`src/hdl/dds_pkg.sv`:
```
// ----------------------------------------------------------------------------
// dds_pkg
// Shared constants, codes and controller/datapath command types for the
// delimited decimal sum block.
// ----------------------------------------------------------------------------
package dds_pkg;

  // Default width of the running total
  localparam int SUM_BITS_DEF = 32;

  // ASCII codes the parser and the formatter care about
  localparam logic [7:0] CH_NUL   = 8'h00;
  localparam logic [7:0] CH_COLON = 8'h3A;
  localparam logic [7:0] CH_SPACE = 8'h20;
  localparam logic [7:0] CH_HT    = 8'h09;
  localparam logic [7:0] CH_CR    = 8'h0D;
  localparam logic [7:0] CH_PLUS  = 8'h2B;
  localparam logic [7:0] CH_MINUS = 8'h2D;
  localparam logic [7:0] CH_ZERO  = 8'h30;
  localparam logic [7:0] CH_NINE  = 8'h39;

  // Field parse phases
  localparam logic [1:0] PH_SPACE  = 2'd0;
  localparam logic [1:0] PH_DIGITS = 2'd1;
  localparam logic [1:0] PH_DONE   = 2'd2;

  // Decimal digits needed for an unsigned value of the given width
  function automatic int dec_digits(input int bits);
    dec_digits = (bits * 30103) / 100000 + 1;
  endfunction

  // Commands from the controller to the datapath
  typedef struct packed {
    logic take_byte;    // parse one accepted message byte
    logic close_field;  // add the open field into the total
    logic load_conv;    // latch magnitude and sign, clear total and parse state
    logic conv_step;    // one binary to BCD shift-add-3 step
    logic shift_digit;  // drop the leading BCD digit
    logic show_sign;    // present a minus sign on the output
  } dds_cmd_t;

  // Status from the datapath to the controller
  typedef struct packed {
    logic top_zero;     // leading BCD digit is zero
    logic neg;          // latched total is negative
  } dds_sts_t;

endpackage

```
`src/hdl/dds_in_if.sv`:
```
// ----------------------------------------------------------------------------
// dds_in_if
// Valid/ready channel carrying one message byte and its end-of-message flag.
// ----------------------------------------------------------------------------
interface dds_in_if;
  logic       valid;
  logic       ready;
  logic [7:0] char_byte;
  logic       end_of_message;

  modport source (output valid, output char_byte, output end_of_message, input ready);
  modport sink   (input valid, input char_byte, input end_of_message, output ready);
endinterface

```
`src/hdl/dds_out_if.sv`:
```
// ----------------------------------------------------------------------------
// dds_out_if
// Valid/ready channel carrying one character of the decimal sum.
// ----------------------------------------------------------------------------
interface dds_out_if;
  logic       valid;
  logic       ready;
  logic [7:0] sum_char;
  logic       final_char;

  modport source (output valid, output sum_char, output final_char, input ready);
  modport sink   (input valid, input sum_char, input final_char, output ready);
endinterface

```
`src/hdl/delimited_decimal_sum.sv`:
```
// ----------------------------------------------------------------------------
// delimited_decimal_sum
// Sums the colon-separated signed decimal fields of a byte stream message and
// returns the total as ASCII decimal text.
// ----------------------------------------------------------------------------
// Throughput: one message byte per cycle until the byte flagged last.
// After the last byte: close of the open field, converter load and shift-add-3
//   BCD conversion, then leading zero trim, then one character per cycle
//   while ready.
// Input is held off from the last byte until the final character transfers.
// Reset: synchronous rst clears the total, the field parser and the sequencer.
module delimited_decimal_sum
  import dds_pkg::*;
#(
  parameter int SUM_BITS = SUM_BITS_DEF
) (
  input  logic      clk,
  input  logic      rst,
  dds_in_if.sink    in_ch,
  dds_out_if.source out_ch
);

  dds_cmd_t cmd;
  dds_sts_t sts;

  dds_ctrl #(
    .SUM_BITS (SUM_BITS)
  ) u_ctrl (
    .clk       (clk),
    .rst       (rst),
    .in_valid  (in_ch.valid),
    .in_last   (in_ch.end_of_message),
    .in_ready  (in_ch.ready),
    .out_valid (out_ch.valid),
    .out_ready (out_ch.ready),
    .out_final (out_ch.final_char),
    .sts       (sts),
    .cmd       (cmd)
  );

  dds_datapath #(
    .SUM_BITS (SUM_BITS)
  ) u_datapath (
    .clk       (clk),
    .rst       (rst),
    .cmd       (cmd),
    .char_byte (in_ch.char_byte),
    .sts       (sts),
    .sum_char  (out_ch.sum_char)
  );

endmodule

```
`src/hdl/dds_datapath.sv`:
```
// ----------------------------------------------------------------------------
// dds_datapath
// Field parser, running total, binary to BCD converter and digit shifter.
// ----------------------------------------------------------------------------
module dds_datapath
  import dds_pkg::*;
#(
  parameter int SUM_BITS = SUM_BITS_DEF
) (
  input  logic             clk,
  input  logic             rst,
  input  dds_cmd_t         cmd,
  input  logic [7:0]       char_byte,
  output dds_sts_t         sts,
  output logic [7:0]       sum_char
);

  localparam int NumDigits = dec_digits(SUM_BITS);
  localparam int BcdBits   = NumDigits * 4;

  logic [SUM_BITS-1:0] total;
  logic [SUM_BITS-1:0] field;
  logic                field_neg;
  logic [1:0]          phase;
  logic                text_ended;
  logic [SUM_BITS-1:0] mag;
  logic [BcdBits-1:0]  bcd;
  logic                neg;

  logic [SUM_BITS-1:0] field_signed;
  logic [SUM_BITS-1:0] total_closed;
  logic [SUM_BITS-1:0] field_next;
  logic [1:0]          phase_next;
  logic                field_neg_next;
  logic                is_blank;
  logic                is_digit;
  logic [3:0]          digit_val;
  logic [BcdBits-1:0]  bcd_adj;
  logic [3:0]          top_digit;

  // Close value: signed field added into the total
  assign field_signed = field_neg ? (~field + SUM_BITS'(1)) : field;
  assign total_closed = total + field_signed;

  assign is_blank  = (char_byte == CH_SPACE) ||
                     ((char_byte >= CH_HT) && (char_byte <= CH_CR));
  assign is_digit  = (char_byte >= CH_ZERO) && (char_byte <= CH_NINE);
  assign digit_val = char_byte[3:0];

  // Parse one non-delimiter byte against the current phase
  always_comb begin
    field_next     = field;
    phase_next     = phase;
    field_neg_next = field_neg;
    if (phase == PH_SPACE) begin
      if (is_blank) begin
        phase_next = PH_SPACE;
      end else if ((char_byte == CH_MINUS) || (char_byte == CH_PLUS)) begin
        field_neg_next = (char_byte == CH_MINUS);
        phase_next     = PH_DIGITS;
      end else if (is_digit) begin
        field_next = (field << 3) + (field << 1) + SUM_BITS'(digit_val);
        phase_next = PH_DIGITS;
      end else begin
        phase_next = PH_DONE;
      end
    end else if (phase == PH_DIGITS) begin
      if (is_digit) begin
        field_next = (field << 3) + (field << 1) + SUM_BITS'(digit_val);
      end else begin
        phase_next = PH_DONE;
      end
    end
  end

  // Add 3 to every BCD digit of five or more before the shift
  always_comb begin
    for (int d = 0; d < NumDigits; d++) begin
      bcd_adj[d*4 +: 4] = (bcd[d*4 +: 4] >= 4'd5) ? (bcd[d*4 +: 4] + 4'd3) : bcd[d*4 +: 4];
    end
  end

  // Hold parser and total state
  always_ff @(posedge clk) begin
    if (rst) begin
      total      <= '0;
      field      <= '0;
      field_neg  <= 1'b0;
      phase      <= PH_SPACE;
      text_ended <= 1'b0;
    end else if (cmd.load_conv) begin
      total      <= '0;
      field      <= '0;
      field_neg  <= 1'b0;
      phase      <= PH_SPACE;
      text_ended <= 1'b0;
    end else if (cmd.close_field) begin
      total     <= total_closed;
      field     <= '0;
      field_neg <= 1'b0;
      phase     <= PH_SPACE;
    end else if (cmd.take_byte && !text_ended) begin
      if (char_byte == CH_NUL) begin
        text_ended <= 1'b1;
      end else if (char_byte == CH_COLON) begin
        total     <= total_closed;
        field     <= '0;
        field_neg <= 1'b0;
        phase     <= PH_SPACE;
      end else begin
        field     <= field_next;
        field_neg <= field_neg_next;
        phase     <= phase_next;
      end
    end
  end

  // Convert the magnitude to BCD and shift digits out
  always_ff @(posedge clk) begin
    if (cmd.load_conv) begin
      neg <= total[SUM_BITS-1];
      mag <= total[SUM_BITS-1] ? (~total + SUM_BITS'(1)) : total;
      bcd <= '0;
    end else if (cmd.conv_step) begin
      bcd <= {bcd_adj[BcdBits-2:0], mag[SUM_BITS-1]};
      mag <= {mag[SUM_BITS-2:0], 1'b0};
    end else if (cmd.shift_digit) begin
      bcd <= {bcd[BcdBits-5:0], 4'd0};
    end
  end

  assign top_digit    = bcd[BcdBits-1 -: 4];
  assign sts.top_zero = (top_digit == 4'd0);
  assign sts.neg      = neg;
  assign sum_char     = cmd.show_sign ? CH_MINUS : (CH_ZERO + {4'd0, top_digit});

endmodule

```
`src/hdl/dds_ctrl.sv`:
```
// ----------------------------------------------------------------------------
// dds_ctrl
// Sequencer: accepts message bytes, then runs close, conversion, leading
// zero trim and character output.
// ----------------------------------------------------------------------------
module dds_ctrl
  import dds_pkg::*;
#(
  parameter int SUM_BITS = SUM_BITS_DEF
) (
  input  logic     clk,
  input  logic     rst,
  input  logic     in_valid,
  input  logic     in_last,
  output logic     in_ready,
  output logic     out_valid,
  input  logic     out_ready,
  output logic     out_final,
  input  dds_sts_t sts,
  output dds_cmd_t cmd
);

  localparam int NumDigits = dec_digits(SUM_BITS);
  localparam int BitW      = $clog2(SUM_BITS + 1);
  localparam int DigW      = $clog2(NumDigits + 1);

  localparam logic [2:0] S_IDLE  = 3'd0;
  localparam logic [2:0] S_CLOSE = 3'd1;
  localparam logic [2:0] S_LOAD  = 3'd2;
  localparam logic [2:0] S_CONV  = 3'd3;
  localparam logic [2:0] S_TRIM  = 3'd4;
  localparam logic [2:0] S_SIGN  = 3'd5;
  localparam logic [2:0] S_DIGIT = 3'd6;

  logic [2:0]      state, state_next;
  logic [BitW-1:0] bit_cnt, bit_cnt_next;
  logic [DigW-1:0] dig_left, dig_left_next;

  assign in_ready  = (state == S_IDLE);
  assign out_valid = (state == S_SIGN) || (state == S_DIGIT);
  assign out_final = (state == S_DIGIT) && (dig_left == DigW'(1));

  // Decide next state and issue datapath commands
  always_comb begin
    state_next    = state;
    bit_cnt_next  = bit_cnt;
    dig_left_next = dig_left;
    cmd           = '0;
    unique case (state)
      S_IDLE: begin
        if (in_valid) begin
          cmd.take_byte = 1'b1;
          if (in_last) state_next = S_CLOSE;
        end
      end
      S_CLOSE: begin
        cmd.close_field = 1'b1;
        state_next      = S_LOAD;
      end
      S_LOAD: begin
        cmd.load_conv = 1'b1;
        bit_cnt_next  = BitW'(SUM_BITS);
        state_next    = S_CONV;
      end
      S_CONV: begin
        cmd.conv_step = 1'b1;
        bit_cnt_next  = bit_cnt - BitW'(1);
        if (bit_cnt == BitW'(1)) begin
          dig_left_next = DigW'(NumDigits);
          state_next    = S_TRIM;
        end
      end
      S_TRIM: begin
        if (sts.top_zero && (dig_left > DigW'(1))) begin
          cmd.shift_digit = 1'b1;
          dig_left_next   = dig_left - DigW'(1);
        end else begin
          state_next = sts.neg ? S_SIGN : S_DIGIT;
        end
      end
      S_SIGN: begin
        cmd.show_sign = 1'b1;
        if (out_ready) state_next = S_DIGIT;
      end
      S_DIGIT: begin
        if (out_ready) begin
          if (dig_left == DigW'(1)) begin
            state_next = S_IDLE;
          end else begin
            cmd.shift_digit = 1'b1;
            dig_left_next   = dig_left - DigW'(1);
          end
        end
      end
      default: state_next = S_IDLE;
    endcase
  end

  // Advance state and counters
  always_ff @(posedge clk) begin
    if (rst) begin
      state    <= S_IDLE;
      bit_cnt  <= '0;
      dig_left <= '0;
    end else begin
      state    <= state_next;
      bit_cnt  <= bit_cnt_next;
      dig_left <= dig_left_next;
    end
  end

endmodule
```
`src/flat_wrapper.sv`:
```
// flat-port wrapper written by rule: the top's interface ports become plain ports
module delimited_decimal_sum_flat import dds_pkg::*;
#(
  parameter int SUM_BITS = SUM_BITS_DEF
)
  (clk, rst, in_ch_valid, in_ch_char_byte, in_ch_end_of_message, in_ch_ready, out_ch_valid, out_ch_sum_char, out_ch_final_char, out_ch_ready);
  dds_in_if in_ch_i ();
  dds_out_if out_ch_i ();
  input  logic clk;
  input  logic rst;
  input wire logic [$bits(in_ch_i.valid)-1:0] in_ch_valid;
  input wire logic [$bits(in_ch_i.char_byte)-1:0] in_ch_char_byte;
  input wire logic [$bits(in_ch_i.end_of_message)-1:0] in_ch_end_of_message;
  output wire logic [$bits(in_ch_i.ready)-1:0] in_ch_ready;
  output wire logic [$bits(out_ch_i.valid)-1:0] out_ch_valid;
  output wire logic [$bits(out_ch_i.sum_char)-1:0] out_ch_sum_char;
  output wire logic [$bits(out_ch_i.final_char)-1:0] out_ch_final_char;
  input wire logic [$bits(out_ch_i.ready)-1:0] out_ch_ready;
  assign in_ch_i.valid = in_ch_valid;
  assign in_ch_i.char_byte = in_ch_char_byte;
  assign in_ch_i.end_of_message = in_ch_end_of_message;
  assign in_ch_ready = in_ch_i.ready;
  assign out_ch_valid = out_ch_i.valid;
  assign out_ch_sum_char = out_ch_i.sum_char;
  assign out_ch_final_char = out_ch_i.final_char;
  assign out_ch_i.ready = out_ch_ready;
  delimited_decimal_sum #(.SUM_BITS(SUM_BITS)) u_core (.clk(clk), .rst(rst), .in_ch(in_ch_i), .out_ch(out_ch_i));
endmodule
```
`config.mk`:
```
export PLATFORM = sky130hd
export DESIGN_NAME = delimited_decimal_sum_flat
export DESIGN_NICKNAME = d
export VERILOG_FILES = /design/src/hdl/dds_pkg.sv /design/src/hdl/dds_in_if.sv /design/src/hdl/dds_out_if.sv /design/src/hdl/delimited_decimal_sum.sv /design/src/hdl/dds_datapath.sv /design/src/hdl/dds_ctrl.sv /design/src/flat_wrapper.sv
export SDC_FILE = /design/constraint.sdc
export NUM_CORES = 1
export LEC_CHECK = 0
export ABC_AREA = 1
export BUFFER_PORTS_ARGS = -buffer_cell sky130_fd_sc_hd__buf_2
export CELL_PAD_IN_SITES_DETAIL_PLACEMENT = 1
export CELL_PAD_IN_SITES_GLOBAL_PLACEMENT = 1
export CORE_MARGIN = 2
export CORE_UTILIZATION = 34
export CTS_CLUSTER_DIAMETER = 60
export DETAILED_ROUTE_END_ITERATION = 10
export HOLD_SLACK_MARGIN = 0.08
export PLACE_DENSITY_LB_ADDON = 0.1
export SYNTH_ARGS = -nofsm -noshare
export SYNTH_HDL_FRONTEND = slang
export SYNTH_SLANG_ARGS = --single-unit
```
`constraint.sdc`:
```
create_clock -name clk -period 3.5 [get_ports clk]
set_clock_uncertainty 0.2 [all_clocks]
set_input_delay 0.7 -clock clk [delete_from_list [all_inputs] [get_ports clk]]
set_output_delay 0.7 -clock clk [all_outputs]
set_load 0.01 [all_outputs]
```
* Yosys cells after proc, flatten, opt, wreduce, memory -nomap -nowiden
Cells that the tools add are included.
** Storage, ports and cells
- RAM bits :: 0
- Input bits :: 13
- Output and inout bits :: 11
- Word-level logic and storage cells :: 169
- Flip-flop bits (word level) :: 154
- ROM bits :: 0
- Memories :: 0
- Latch bits :: 0
** Operators by class
- Add/subtract/negate cells :: 18
- Reduce and logical (&&, ||, !) cells :: 31
- Shifts and indexed selects :: 0
- Multipliers :: 0
- Mux-type cells :: 63
- Equality and inequality tests :: 27
- $lt $le $gt $ge :: 15
- Bitwise logic cells :: 4
- Divide/modulo/power cells :: 0
** Operator list (count)
- $mux W32 :: 14
- $mux W40 :: 2
- $add A32 B1 Y32 const B :: 2
- $add A32 B32 Y32 :: 2
- $not A32 Y32 :: 2
- $mux W4 :: 13
- $ge A4 B3 Y1 const B :: 10
- $add A4 B2 Y4 const B :: 9
- $add A32 B4 Y32 :: 1
- $eq A8 B6 Y1 const B :: 4
- $mux W3 :: 8
- $pmux W3 S7 :: 1
- $mux W2 :: 8
- $ne A2 B2 Y1 const B :: 8
- $reduce_and A5 Y1 :: 3
- $reduce_bool A2 Y1 :: 7
- $mux W1 :: 13
- $pmux W4 S3 :: 1
- $pmux W6 S2 :: 1
- $eq A3 B3 Y1 const B :: 3
- $ge A8 B4 Y1 const B :: 1
- $ge A8 B6 Y1 const B :: 1
- $le A8 B4 Y1 const B :: 1
- $le A8 B6 Y1 const B :: 1
- 29 further kinds :: 42

* Depth between registers and ports, before layout
Gate-level depths: netlist of the first run.
- Word-level depth :: 8
- Gate-level depth with buffers :: 24
- Depth with buffers taken out :: 24

* Hierarchy
From an unflattened synthesis of the first run, not the netlist that was laid out.
** Second synthesis, totals
- Cell total of the unflattened synthesis :: 2042
- Area total of the unflattened synthesis :: 13350.3 um^2
** By module, submodules not included
- dds_datapath :: area an instance 12424.4 um^2, cells each 1901, seq. area each 3153.0 um^2, times used 1
- dds_ctrl :: area an instance 925.9 um^2, cells each 141, seq. area each 260.2 um^2, times used 1

* Least setup slack after synthesis of the first run
No wires, ideal clock.
- Kind :: flip-flop to flip-flop
- Start :: register u_core.u_datapath.field[0]
- End :: register u_core.u_datapath.total[31]
- Path slack :: 0.371 ns
- Data arrival time :: 2.816 ns
- Clock period less this slack :: 3.129 ns
- Buffers on the path :: 0
- Required time :: 3.187 ns
- Stages on the path, launching flop included :: 23
- Library setup time :: 0.113 ns
- Path through :: dfxtp_1 > inv_1 > ha_1 > nand3_1 > nor2_1 > nand3_1 > nor2_1 > nand2_1 > o21ai_2 > o21ai_0 > xor2_1 > ha_1 > nand2_1 > nor2_1 > nand2_1 > nor2_1 > nand2_1 > nand2_1 > nand2_1 > nand2_1 > nor2_1 > nor2_1 > nor2_1
** On the way
- Word-level cells in the longest chain between the ends :: 8
** RTL lines
- from (decl) :: line dds_datapath.sv:22 : logic [SUM_BITS-1:0] field;
- from (signal assigned) :: line dds_datapath.sv:111 : field <= field_next;
- $not A32 Y32 :: line dds_datapath.sv:42 : assign field_signed = field_neg ? (~field + SUM_BITS'(1)) : field;
- $add A32 B1 Y32 :: line dds_datapath.sv:42
- $mux W32 (*) :: line dds_datapath.sv:42
- $add A32 B32 Y32 (*) :: line dds_datapath.sv:43 : assign total_closed = total + field_signed;
- $mux W32 :: line dds_datapath.sv:105 : end else if (char_byte == CH_COLON) begin
- $mux W32 :: line dds_datapath.sv:103 : if (char_byte == CH_NUL) begin
- $mux W32 :: line dds_datapath.sv:102 : end else if (cmd.take_byte && !text_ended) begin
- $mux W32 (*) :: line dds_datapath.sv:97 : end else if (cmd.close_field) begin
- to (signal assigned) :: line dds_datapath.sv:98 : total <= total_closed;
- to (signal assigned) :: line dds_datapath.sv:106 : total <= total_closed;
- to (decl) :: line dds_datapath.sv:21 : logic [SUM_BITS-1:0] total;
Mark *: on every way between the ends. The rest lies on a longest branch, timed or not. The select of a mux whose other input is x is not followed.
A chain may end at the register's enable or synchronous reset.

* Worst setup path after layout of the first run
- Start :: register u_core.u_datapath.field[9]
- End :: register u_core.u_datapath.total[26]
Same word-level chain as after synthesis.

==> impl_metrics.env, run 1 <==
export IMPL_avgSynthCellArea_sq_um=6.47
export IMPL_drive_gt1_share_pct=7.26
export IMPL_hold_violations=0
export IMPL_finalNetCount=2188
export IMPL_regArea_sq_um=3410
export IMPL_startpoint_type="register"
export IMPL_highest_layer="met4"
export IMPL_min_period_ns=3.29
export IMPL_postCtsSetupRepairBufs=0
export IMPL_synthCells=2027
export IMPL_slew_headroom_pct=34.6
export IMPL_ir_drop_mv=0.329
export IMPL_swShare_pct=44.5
export IMPL_gp_congestion=0.882
export IMPL_die_h_microns=200
export IMPL_rows=71
export IMPL_cts_buffer_depth=2
export IMPL_fmax_mhz=304
export IMPL_synthTopCellsByArea="dfxtp_1 18%, nand2_1 14%, ha_1 11%, a21oi_1 8.2%, edfxtp_1 7.6%"
export IMPL_initial_core_util_pct=34.7
export IMPL_endpoint_kind="register"
export IMPL_p_comb_share_pct=44.6
export IMPL_overflow=0
export IMPL_grt_max_degree=73
export IMPL_vias=13162
export IMPL_maxSlewViolCount=0
export IMPL_pre_cts_ws_ns=-0.0160
export IMPL_powerDensity_nw_per_um2=608
export IMPL_cts_buffers_inserted=17
export IMPL_setup_viol=0
export IMPL_synthDistinctLibCells=45
export IMPL_fin_area_sq_um=14600
export IMPL_dpl_cell_area_sq_um=13900
export IMPL_io_pins=24
export IMPL_drc=0
export IMPL_met2_length_microns=20800
export IMPL_cts_max_level=4
export IMPL_syn_area_sq_um=13100
export IMPL_arrival_ns=3.44
export IMPL_multi_input_area_sq_um=8550
export IMPL_synth_seq_area_share_pct=26.0
export IMPL_setup_slack_ns=0.214
export IMPL_grt_pass1_vias=13501
export IMPL_fin_crit_sh_pct=93.9
export IMPL_outcome="completed"
export IMPL_avgRoutedWirePerCell_microns=16.4
export IMPL_n_antenna_cell=0
export IMPL_dr_pass1_iters=4
export IMPL_clk_pin_slew_ns=0.06
export IMPL_dieWidth_microns=200
export IMPL_core_area_sq_um=37800
export IMPL_ant_nets=0
export IMPL_p_leak_nw=7.01
export IMPL_yosys_area_top_type="dfxtp_1"
export IMPL_p_seq_share_pct=33.2
export IMPL_tightest_slew_ns=0.981
export IMPL_cts_tree="done"
export IMPL_dieArea_sq_um=40200
export IMPL_tns_ns=0
export IMPL_area_delta_synth_final_pct=11.6
export IMPL_path_max_fanout=6
export IMPL_clkLatencyLatePin_ns=0.45
export IMPL_min_path_type="reg2reg"
export IMPL_drtIter0Drc=490
export IMPL_yosysWarnings=0
export IMPL_clkPwrFrac_pct=22.2
export IMPL_place_hpwl_microns=33900
export IMPL_cts_root_buf="clkbuf_16"
export IMPL_fill_cells=4953
export IMPL_worst_ep_required_time_ns=3.65
export IMPL_grt_use_total_pct=21.3
export IMPL_antenna_found_initial=0
export IMPL_routed_wl_microns=42300
export IMPL_vias_per_cell=5.11
export IMPL_met1Wirelength_microns=20300
export IMPL_port_buffer_count=20
export IMPL_cts_num_sinks=154
export IMPL_drv_cap=0
export IMPL_wl_met3_microns=619
export IMPL_p_int_mw=4.95
export IMPL_synth_top_area_share_pct=18.5
export IMPL_postSynthRegisterBits=154
export IMPL_grt_pass1_wl_microns=70200
export IMPL_switchingPower_mw=3.96
export IMPL_critPathKind="reg2reg"
export IMPL_hold_buffers=0
## logic make-up after synthesis
kind of cell	after synthesis	share of synthesized area, %
xor+xnor	78	5.21
fa+ha+maj	121	11.7
other cells	2	0.0572
buf+inv	319	9.82
compound gates	454	18.5
simple gates	899	28.7
flops	154	26.0
## sequential cells by signal, summed over array words and instances, names as in the netlist
name / cells
u_core.u_datapath.text_ended: 1
u_core.u_datapath.phase: 2
u_core.u_datapath.field_neg: 1
u_core.u_datapath.field: 32
u_core.u_datapath.bcd: 40
u_core.u_datapath.neg: 1
u_core.u_datapath.mag: 32
u_core.u_datapath.total: 32
u_core.u_ctrl.bit_cnt: 6
u_core.u_ctrl.state: 3
u_core.u_ctrl.dig_left: 4
## worst paths after layout
kind	start	to	slack (ns)	cells past startpoint
max	u_core.u_datapath.field[9]	u_core.u_datapath.total[26]	0.21	19
min	u_core.u_ctrl.bit_cnt[3]	u_core.u_ctrl.bit_cnt[3]	0.23	1
max reg2reg	u_core.u_datapath.field[9]	u_core.u_datapath.total[26]	0.21	19
min reg2reg	u_core.u_ctrl.bit_cnt[3]	u_core.u_ctrl.bit_cnt[3]	0.23	1
## critical path, cell delays in order, from the launching register on
cell and delay, ns:
dfxtp_1 0.38, nor2_1 0.17, nand3_1 0.09, inv_1 0.14
nand3_4 0.11, nor2_4 0.11, nand2_1 0.11, o21ai_4 0.21
nand2_1 0.09, xor2_1 0.15, ha_1 0.35, nand2_1 0.13
nor2_2 0.21, nand2_1 0.10, nor4_1 0.17, nand2_1 0.15
nand3_1 0.11, nand3_1 0.09, nand2_1 0.08, inv_1 0.04
## synth_stat cells
library cell    n
nor3_1         24
o31ai_1         8
fa_1            3
nor2_1        177
o21ai_2         2
buf_1           2
dfxtp_1       121
ha_1          118
nand2_2         3
and2_4          1
xnor2_1        20
o21ai_0       165
inv_1         255
nand4_1        16
a31oi_1        23
and2_1          1
o211ai_1       16
nand2b_1        1
or2_2           9
conb_1          2
xor2_1         58
a21o_1          2
o21ai_1         5
o22ai_1         1
nor2_2          9
o41ai_1         1
o311ai_1        1
nor4_1          3
o21bai_1        8
o21a_1          6
buf_2           9
buf_4           5
a211oi_1        2
inv_2           6
nor3b_1         1
clkbuf_1       33
nand2_1       496
nand3_1       145
clkinv_2        1
buf_6           8
nand3b_1       10
edfxtp_1       33
nor2_8          1
nor2_4          2
a21oi_1       214
## cell type report
cell class / instances / share of cell area (%)
Multi-Input combinational cell: 1555 / 58.4
Sequential cell: 154 / 23.3
Inverter: 262 / 6.72
Tap cell: 511 / 4.37
Clock buffer: 26 / 3.42
Timing Repair Buffer: 64 / 3.02
Clock inverter: 6 / 0.769
## layout by cell type, fill, tap and decap left out, types with 3 or more instances in the layout
master / Yosys / final
nand2_1: 496 / 493
inv_1: 255 / 253
a21oi_1: 214 / 210
nor2_1: 177 / 168
o21ai_0: 165 / 160
nand3_1: 145 / 143
dfxtp_1: 121 / 120
ha_1: 118 / 115
xor2_1: 58 / 58
buf_4: 5 / 43
edfxtp_1: 33 / 33
a31oi_1: 23 / 23
nor3_1: 24 / 23
xnor2_1: 20 / 20
buf_2: 9 / 20
clkbuf_16: 0 / 18
nand4_1: 16 / 16
o211ai_1: 16 / 16
nor2_2: 9 / 13
nand3b_1: 10 / 10
o21ai_1: 5 / 9
or2_2: 9 / 9
inv_2: 6 / 8
o31ai_1: 8 / 8
o21bai_1: 8 / 8
nor2_4: 2 / 7
nand2_2: 3 / 6
o21a_1: 6 / 6
clkbuf_1: 33 / 6
a21oi_2: 0 / 4
nor4_1: 3 / 3
fa_1: 3 / 3
conb_1: 2 / 3
bufinv_16: 0 / 3
## metrics by stage
stage	std cells	util (%)	hold slack, ns	power [mW]
finish	2578	38.7	0.231	8.91
global route	2578	38.7	0.254	9.76
CTS	2578	38.4	0.237	9.02
detailed placement	2546	36.7	0.228	6.99
global placement	2546	36.7	0.216	6.88
floorplan	2028	-	0.206	5.74
## timing repair
item / in CTS / in global routing
resized for setup: 7 / 31
endpoints found under the setup margin: 5 / 13
cloned: 0 / 0
hold endpoints to repair: 0 / 0
pin swaps: 1 / 3
## metal layers
layer,up-vias,track usage [%]
met4,0,4.68
met5,-,0
met3,27,2.69
li1,6756,-
met2,89,38.5
met1,6290,27.1
## power by group through the flow
stage / Combinational (mW) / Sequential, mW / Clock (mW)
after floorplan: 2.93 / 2.81 / 0
after global placement: 3.89 / 2.99 / 0
after detailed placement: 3.99 / 2.99 / 0
after CTS: 4.02 / 2.96 / 2.04
after global routing: 4.61 / 3.04 / 2.12
final: 3.97 / 2.96 / 1.98
No activity file was read; power rests on OpenSTA's default activity.
==> inputs of run 2 (changes only) <==
CELL_PAD_IN_SITES_DETAIL_PLACEMENT = 0   (was 1)
CELL_PAD_IN_SITES_GLOBAL_PLACEMENT = 2   (was 1)
==> run 2 against run 1 <==
Power fell by 0.74%; routed wire length fell by 4.9%; utilization rose by 0.28 points; critical endpoint is now u_core.u_datapath.total[29]; cell count rose by 0.31%; first-iteration DRC count rose by 45%; worst setup slack improved by 0.024 ns; worst hold slack got worse by 0.0032 ns; flip-flop and latch count did not move; non-clock buffer count rose by 8; critical path depth rose by 2.
==> impl_metrics.env, run 2 (synthesis results as in run 1) <==
export IMPL_tns_ns=0
export IMPL_startpoint_type="register"
export IMPL_fin_util_pct=39.0
export IMPL_rows=71
export IMPL_cts_max_level=4
export IMPL_drc=0
export IMPL_area_delta_synth_final_pct=12.4
export IMPL_rsz0062_at_grt="yes"
export IMPL_initial_core_util_pct=34.7
export IMPL_port_buffer_count=20
export IMPL_dp_cells=2545
export IMPL_r2r_end="u_core.u_datapath.total[29]"
export IMPL_clkLatencyLatePin_ns=0.46
export IMPL_vias_per_cell=4.94
export IMPL_grt_pass1_vias=12298
export IMPL_fmax_mhz=307
export IMPL_clk_pin_slew_ns=0.07
export IMPL_dpl_cell_area_sq_um=13900
export IMPL_vias=12787
export IMPL_top_register="u_core.u_datapath.bcd"
export IMPL_min_period_ns=3.26
export IMPL_slew_headroom_pct=31.1
export IMPL_fin_area_sq_um=14800
export IMPL_rr_startpoint="u_core.u_datapath.field[1]"
export IMPL_hold_violations=0
export IMPL_stdcell_count=2586
export IMPL_switchingPower_mw=3.94
export IMPL_arrival_ns=3.43
export IMPL_grt_use_total_pct=20.4
export IMPL_p_total_mw=8.84
export IMPL_antenna_found_initial=0
export IMPL_clkPwrFrac_pct=22.5
export IMPL_setup_viol=0
export IMPL_gp_congestion=0.875
export IMPL_powerDensity_nw_per_um2=600
export IMPL_n_antenna_cell=0
export IMPL_fin_crit_sh_pct=93.2
export IMPL_layout_common_cells="489 x nand2_1, 253 x inv_1, 208 x a21oi_1"
export IMPL_min_path_type="reg2reg"
export IMPL_r2r_slack_ns=0.24
export IMPL_cts_tree="done"
export IMPL_p_comb_share_pct=44.3
export IMPL_layout_commonest_cell="nand2_1"
export IMPL_cts_buffers_inserted=17
export IMPL_dr_pass1_iters=5
export IMPL_place_hpwl_microns=32300
export IMPL_cts_num_sinks=154
export IMPL_overflow=0
export IMPL_cp_endpoint="u_core.u_datapath.total[29]"
export IMPL_grt_pass1_wl_microns=65800
export IMPL_reg2regPathDepth=21
export IMPL_ant_nets=0
export IMPL_pre_cts_ws_ns=-0.00538
export IMPL_tightest_slew_ns=1.03
export IMPL_largest_reg_flops=40
export IMPL_routed_wl_microns=40200
export IMPL_dieArea_sq_um=40200
export IMPL_setup_slack_ns=0.238
export IMPL_path_max_fanout=5
export IMPL_p_leak_nw=7.05
export IMPL_drive_gt1_share_pct=8.29
export IMPL_endpoint_kind="register"
export IMPL_cts_root_buf="clkbuf_16"
export IMPL_critPathKind="reg2reg"
export IMPL_worst_ep_required_time_ns=3.66
export IMPL_ir_drop_mv=0.334
export IMPL_p_seq_share_pct=33.2
export IMPL_swShare_pct=44.6
export IMPL_dieWidth_microns=200
export IMPL_finalNetCount=2196
export IMPL_core_area_sq_um=37800
export IMPL_grt_max_degree=59
export IMPL_hold_buffers=0
export IMPL_p_int_mw=4.90
export IMPL_whs_ns=0.228
export IMPL_outcome="completed"
export IMPL_worstSetupStartpoint="u_core.u_datapath.field[1]"
export IMPL_avgRoutedWirePerCell_microns=15.5
export IMPL_drv_cap=0
export IMPL_maxSlewViolCount=0
export IMPL_drtIter0Drc=712
export IMPL_io_pins=24
export IMPL_cts_buffer_depth=2
export IMPL_die_h_microns=200
-- run 2: what timing repair did --
action | 4_1_cts | 5_1_grt
endpoints found under the hold margin | 0 | 0
setup buffers | 0 | 9
pin swaps | 0 | 16
gates cloned | 0 | 0
gates resized for setup | 1 | 50
setup endpoints to repair | 1 | 16
-- run 2: power groups by stage --
stage | registers [mW] | clock network, mW | logic [mW]
2_1_floorplan | 2.81 | 0 | 2.93
3_3_place_gp | 2.99 | 0 | 3.92
3_5_place_dp | 2.99 | 0 | 3.93
4_1_cts | 2.95 | 2.04 | 3.95
5_1_grt | 3.02 | 2.11 | 4.56
6_report | 2.94 | 1.99 | 3.92
-- run 2: worst max-delay path, stage by stage, from the launching register on --
cell,delay [ns]
dfxtp_1,0.32
inv_2,0.09
ha_4,0.16
nand3_4,0.09
nor2_4,0.13
nand3_4,0.10
nor2_4,0.13
buf_4,0.11
a31oi_1,0.08
xor2_1,0.17
ha_1,0.37
nand2_1,0.10
nand2_1,0.09
o21bai_1,0.19
a21oi_1,0.22
nor2_1,0.10
nor2_1,0.19
nand2_1,0.08
nand2_1,0.07
nand3_1,0.06
nand2_1,0.08
inv_1,0.04
-- run 2: area by class of cell --
| class | instances | area, sq um |
|---|---|---|
| Clock buffer | 22 | 487 |
| Clock inverter | 10 | 129 |
| Fill cell | 4249 | 23100 |
| Inverter | 262 | 985 |
| Multi-Input combinational cell | 1555 | 8590 |
| Sequential cell | 154 | 3410 |
| Tap cell | 511 | 639 |
| Timing Repair Buffer | 72 | 503 |
-- run 2: how the worst min path moves through the flow --
stage                             startpoint  slack [ns]                  endpoint  cells past startpoint
floorplan           u_core.u_ctrl.bit_cnt[3]        0.21  u_core.u_ctrl.bit_cnt[3]                      1
global placement    u_core.u_ctrl.bit_cnt[3]        0.22  u_core.u_ctrl.bit_cnt[3]                      1
detailed placement  u_core.u_ctrl.bit_cnt[3]        0.22  u_core.u_ctrl.bit_cnt[3]                      1
CTS                 u_core.u_ctrl.bit_cnt[3]        0.23  u_core.u_ctrl.bit_cnt[3]                      1
global route        u_core.u_ctrl.bit_cnt[3]        0.26  u_core.u_ctrl.bit_cnt[3]                      1
finish              u_core.u_ctrl.bit_cnt[3]        0.23  u_core.u_ctrl.bit_cnt[3]                      1
-- run 2: routing by layer --
metal  global-route usage, %  wire [microns]  vias to the layer above
li1                        -               -                     6779
met4                    5.05             572                        0
met1                    26.9           19600                     5822
met2                    34.9           19100                      151
met5                       0               0                        -
met3                    2.92             966                       35
==> inputs of run 3 (changes only) <==
BUFFER_PORTS_ARGS = -buffer_cell sky130_fd_sc_hd__buf_4   (was -buffer_cell sky130_fd_sc_hd__buf_2)
==> run 3 against run 2 <==
Cell count hardly changed; combinational power is 1% higher; critical path depth is 1 lower; sequential share of layout area hardly changed; register-to-register slack worse by 0.03 ns; first-iteration DRC count is 5.2% higher; die area stayed put; global-route usage is 0.15 points lower; largest power group unchanged; highest routed layer unchanged.
==> impl_metrics.env, run 3 (synthesis results as in run 1) <==
export IMPL_cts_num_sinks=154
export IMPL_p_leak_nw=7.05
export IMPL_setup_slack_ns=0.206
export IMPL_cts_root_buf="clkbuf_16"
export IMPL_slew_headroom_pct=32.2
export IMPL_swShare_pct=45.2
export IMPL_p_int_mw=4.84
export IMPL_arrival_ns=3.45
export IMPL_dpl_cell_area_sq_um=13900
export IMPL_grt_use_total_pct=20.2
export IMPL_fin_area_sq_um=14800
export IMPL_grt_pass1_wl_microns=65500
export IMPL_routed_wl_microns=40300
export IMPL_dieWidth_microns=200
export IMPL_top_register="u_core.u_datapath.bcd"
export IMPL_area_delta_synth_final_pct=12.5
export IMPL_place_hpwl_microns=32000
export IMPL_die_h_microns=200
export IMPL_fin_crit_sh_pct=94.1
export IMPL_critPathKind="reg2reg"
export IMPL_overflow=0
export IMPL_drtIter0Drc=749
export IMPL_p_total_mw=8.84
export IMPL_switchingPower_mw=4.00
export IMPL_worst_ep_required_time_ns=3.66
export IMPL_reg2regPathDepth=20
export IMPL_drv_cap=0
export IMPL_gp_congestion=0.878
export IMPL_path_max_fanout=5
export IMPL_layout_commonest_cell="nand2_1"
export IMPL_clkPwrFrac_pct=21.8
export IMPL_p_seq_share_pct=33.3
export IMPL_startpoint_type="register"
export IMPL_io_pins=24
export IMPL_drive_gt1_share_pct=8.44
export IMPL_min_from="u_core.u_ctrl.bit_cnt[3]"
export IMPL_min_period_ns=3.29
export IMPL_cts_tree="done"
export IMPL_endpoint_kind="register"
export IMPL_min_path_type="reg2reg"
export IMPL_clkLatencyLatePin_ns=0.46
export IMPL_antenna_found_initial=0
export IMPL_whs_endpoint="u_core.u_ctrl.bit_cnt[3]"
export IMPL_hold_violations=0
export IMPL_maxSlewViolCount=0
export IMPL_cts_max_level=4
export IMPL_vias=12814
export IMPL_ir_drop_mv=0.311
export IMPL_r2r_slack_ns=0.21
export IMPL_fin_util_pct=39.0
export IMPL_initial_core_util_pct=34.7
export IMPL_port_buffer_count=20
export IMPL_whs_ns=0.234
export IMPL_n_antenna_cell=0
export IMPL_layout_common_cells="490 x nand2_1, 254 x inv_1, 203 x a21oi_1"
export IMPL_rows=71
export IMPL_setup_viol=0
export IMPL_dr_pass1_iters=6
export IMPL_powerDensity_nw_per_um2=599
export IMPL_avgRoutedWirePerCell_microns=15.6
export IMPL_outcome="completed"
export IMPL_cts_buffer_depth=2
export IMPL_grt_pass1_vias=12125
export IMPL_cts_buffers_inserted=17
export IMPL_pre_cts_ws_ns=-0.109
export IMPL_largest_reg_flops=40
export IMPL_worstSetupStartpoint="u_core.u_datapath.field[1]"
export IMPL_core_area_sq_um=37800
export IMPL_min_path_cells=1
export IMPL_r2r_end="u_core.u_datapath.total[26]"
export IMPL_hold_buffers=0
export IMPL_rr_startpoint="u_core.u_datapath.field[1]"
export IMPL_finalNetCount=2194
export IMPL_p_comb_share_pct=44.9
export IMPL_ant_nets=0
export IMPL_grt_max_degree=59
export IMPL_dieArea_sq_um=40200
export IMPL_fmax_mhz=304
export IMPL_rsz0062_at_grt="yes"
export IMPL_tightest_slew_ns=1.02
export IMPL_drc=0
export IMPL_vias_per_cell=4.96
export IMPL_clk_pin_slew_ns=0.07
## run 3: cell type report
type / count / area (sq um)
Tap cell: 511 / 639
Fill cell: 4233 / 23100
Timing Repair Buffer: 70 / 538
Inverter: 262 / 985
Sequential cell: 154 / 3410
Clock buffer: 17 / 425
Clock inverter: 15 / 165
Multi-Input combinational cell: 1555 / 8590
## run 3: how the worst max path moves through the flow
| stage | to | cells after the start |
|---|---|---|
| after floorplan | u_core.u_datapath.total[31] | 22 |
| final | u_core.u_datapath.total[26] | 20 |
| after CTS | u_core.u_datapath.total[31] | 22 |
| after detailed placement | u_core.u_datapath.total[31] | 22 |
| after global placement | u_core.u_datapath.total[31] | 22 |
| after global routing | u_core.u_datapath.total[31] | 22 |
## run 3: power groups by stage
| stage | combinational, mW | sequential (mW) | clock, mW |
|---|---|---|---|
| floorplan | 2.93 | 2.81 | 0 |
| global placement | 3.94 | 2.99 | 0 |
| detailed placement | 3.96 | 2.98 | 0 |
| CTS | 3.98 | 2.95 | 1.99 |
| global route | 4.60 | 3.03 | 2.07 |
| finish | 3.97 | 2.95 | 1.92 |
## run 3: worst max-delay path, stage by stage, from the launching register on
cell	delay [ns]
dfxtp_1	0.32
inv_2	0.07
ha_2	0.19
nand3_2	0.11
nor2_4	0.17
nand3_4	0.11
nor2_4	0.11
nand2_2	0.08
o21ai_4	0.20
nand2_1	0.08
xor2_1	0.15
ha_2	0.39
nand2_1	0.13
nor2_2	0.16
nand2_1	0.10
nor4_1	0.17
nand2_1	0.15
nand3_1	0.11
nand3_1	0.08
nand2_1	0.08
inv_1	0.03
## run 3: metrics by stage
stage	std cells	setup TNS [ns]
floorplan	2028	0
global placement	2544	-0.0565
detailed placement	2544	-0.221
CTS	2578	0
global route	2584	-0.150
finish	2584	0
## run 3: what timing repair did
| action | 4_1_cts | 5_1_grt |
|---|---|---|
| setup buffers | 2 | 6 |
| endpoints found under the hold margin | 0 | 0 |
| pin swaps | 2 | 14 |
| gates resized for setup | 3 | 50 |
| endpoints found under the setup margin | 6 | 18 |
## run 3: routing by layer
| metal | track usage (%) | vias up | wire length (microns) |
|---|---|---|---|
| met5 | 0 | - | 0 |
| met4 | 4.60 | 0 | 592 |
| met3 | 3.08 | 39 | 1150 |
| met2 | 34.1 | 181 | 18900 |
| met1 | 27.2 | 5820 | 19600 |
| li1 | - | 6774 | - |
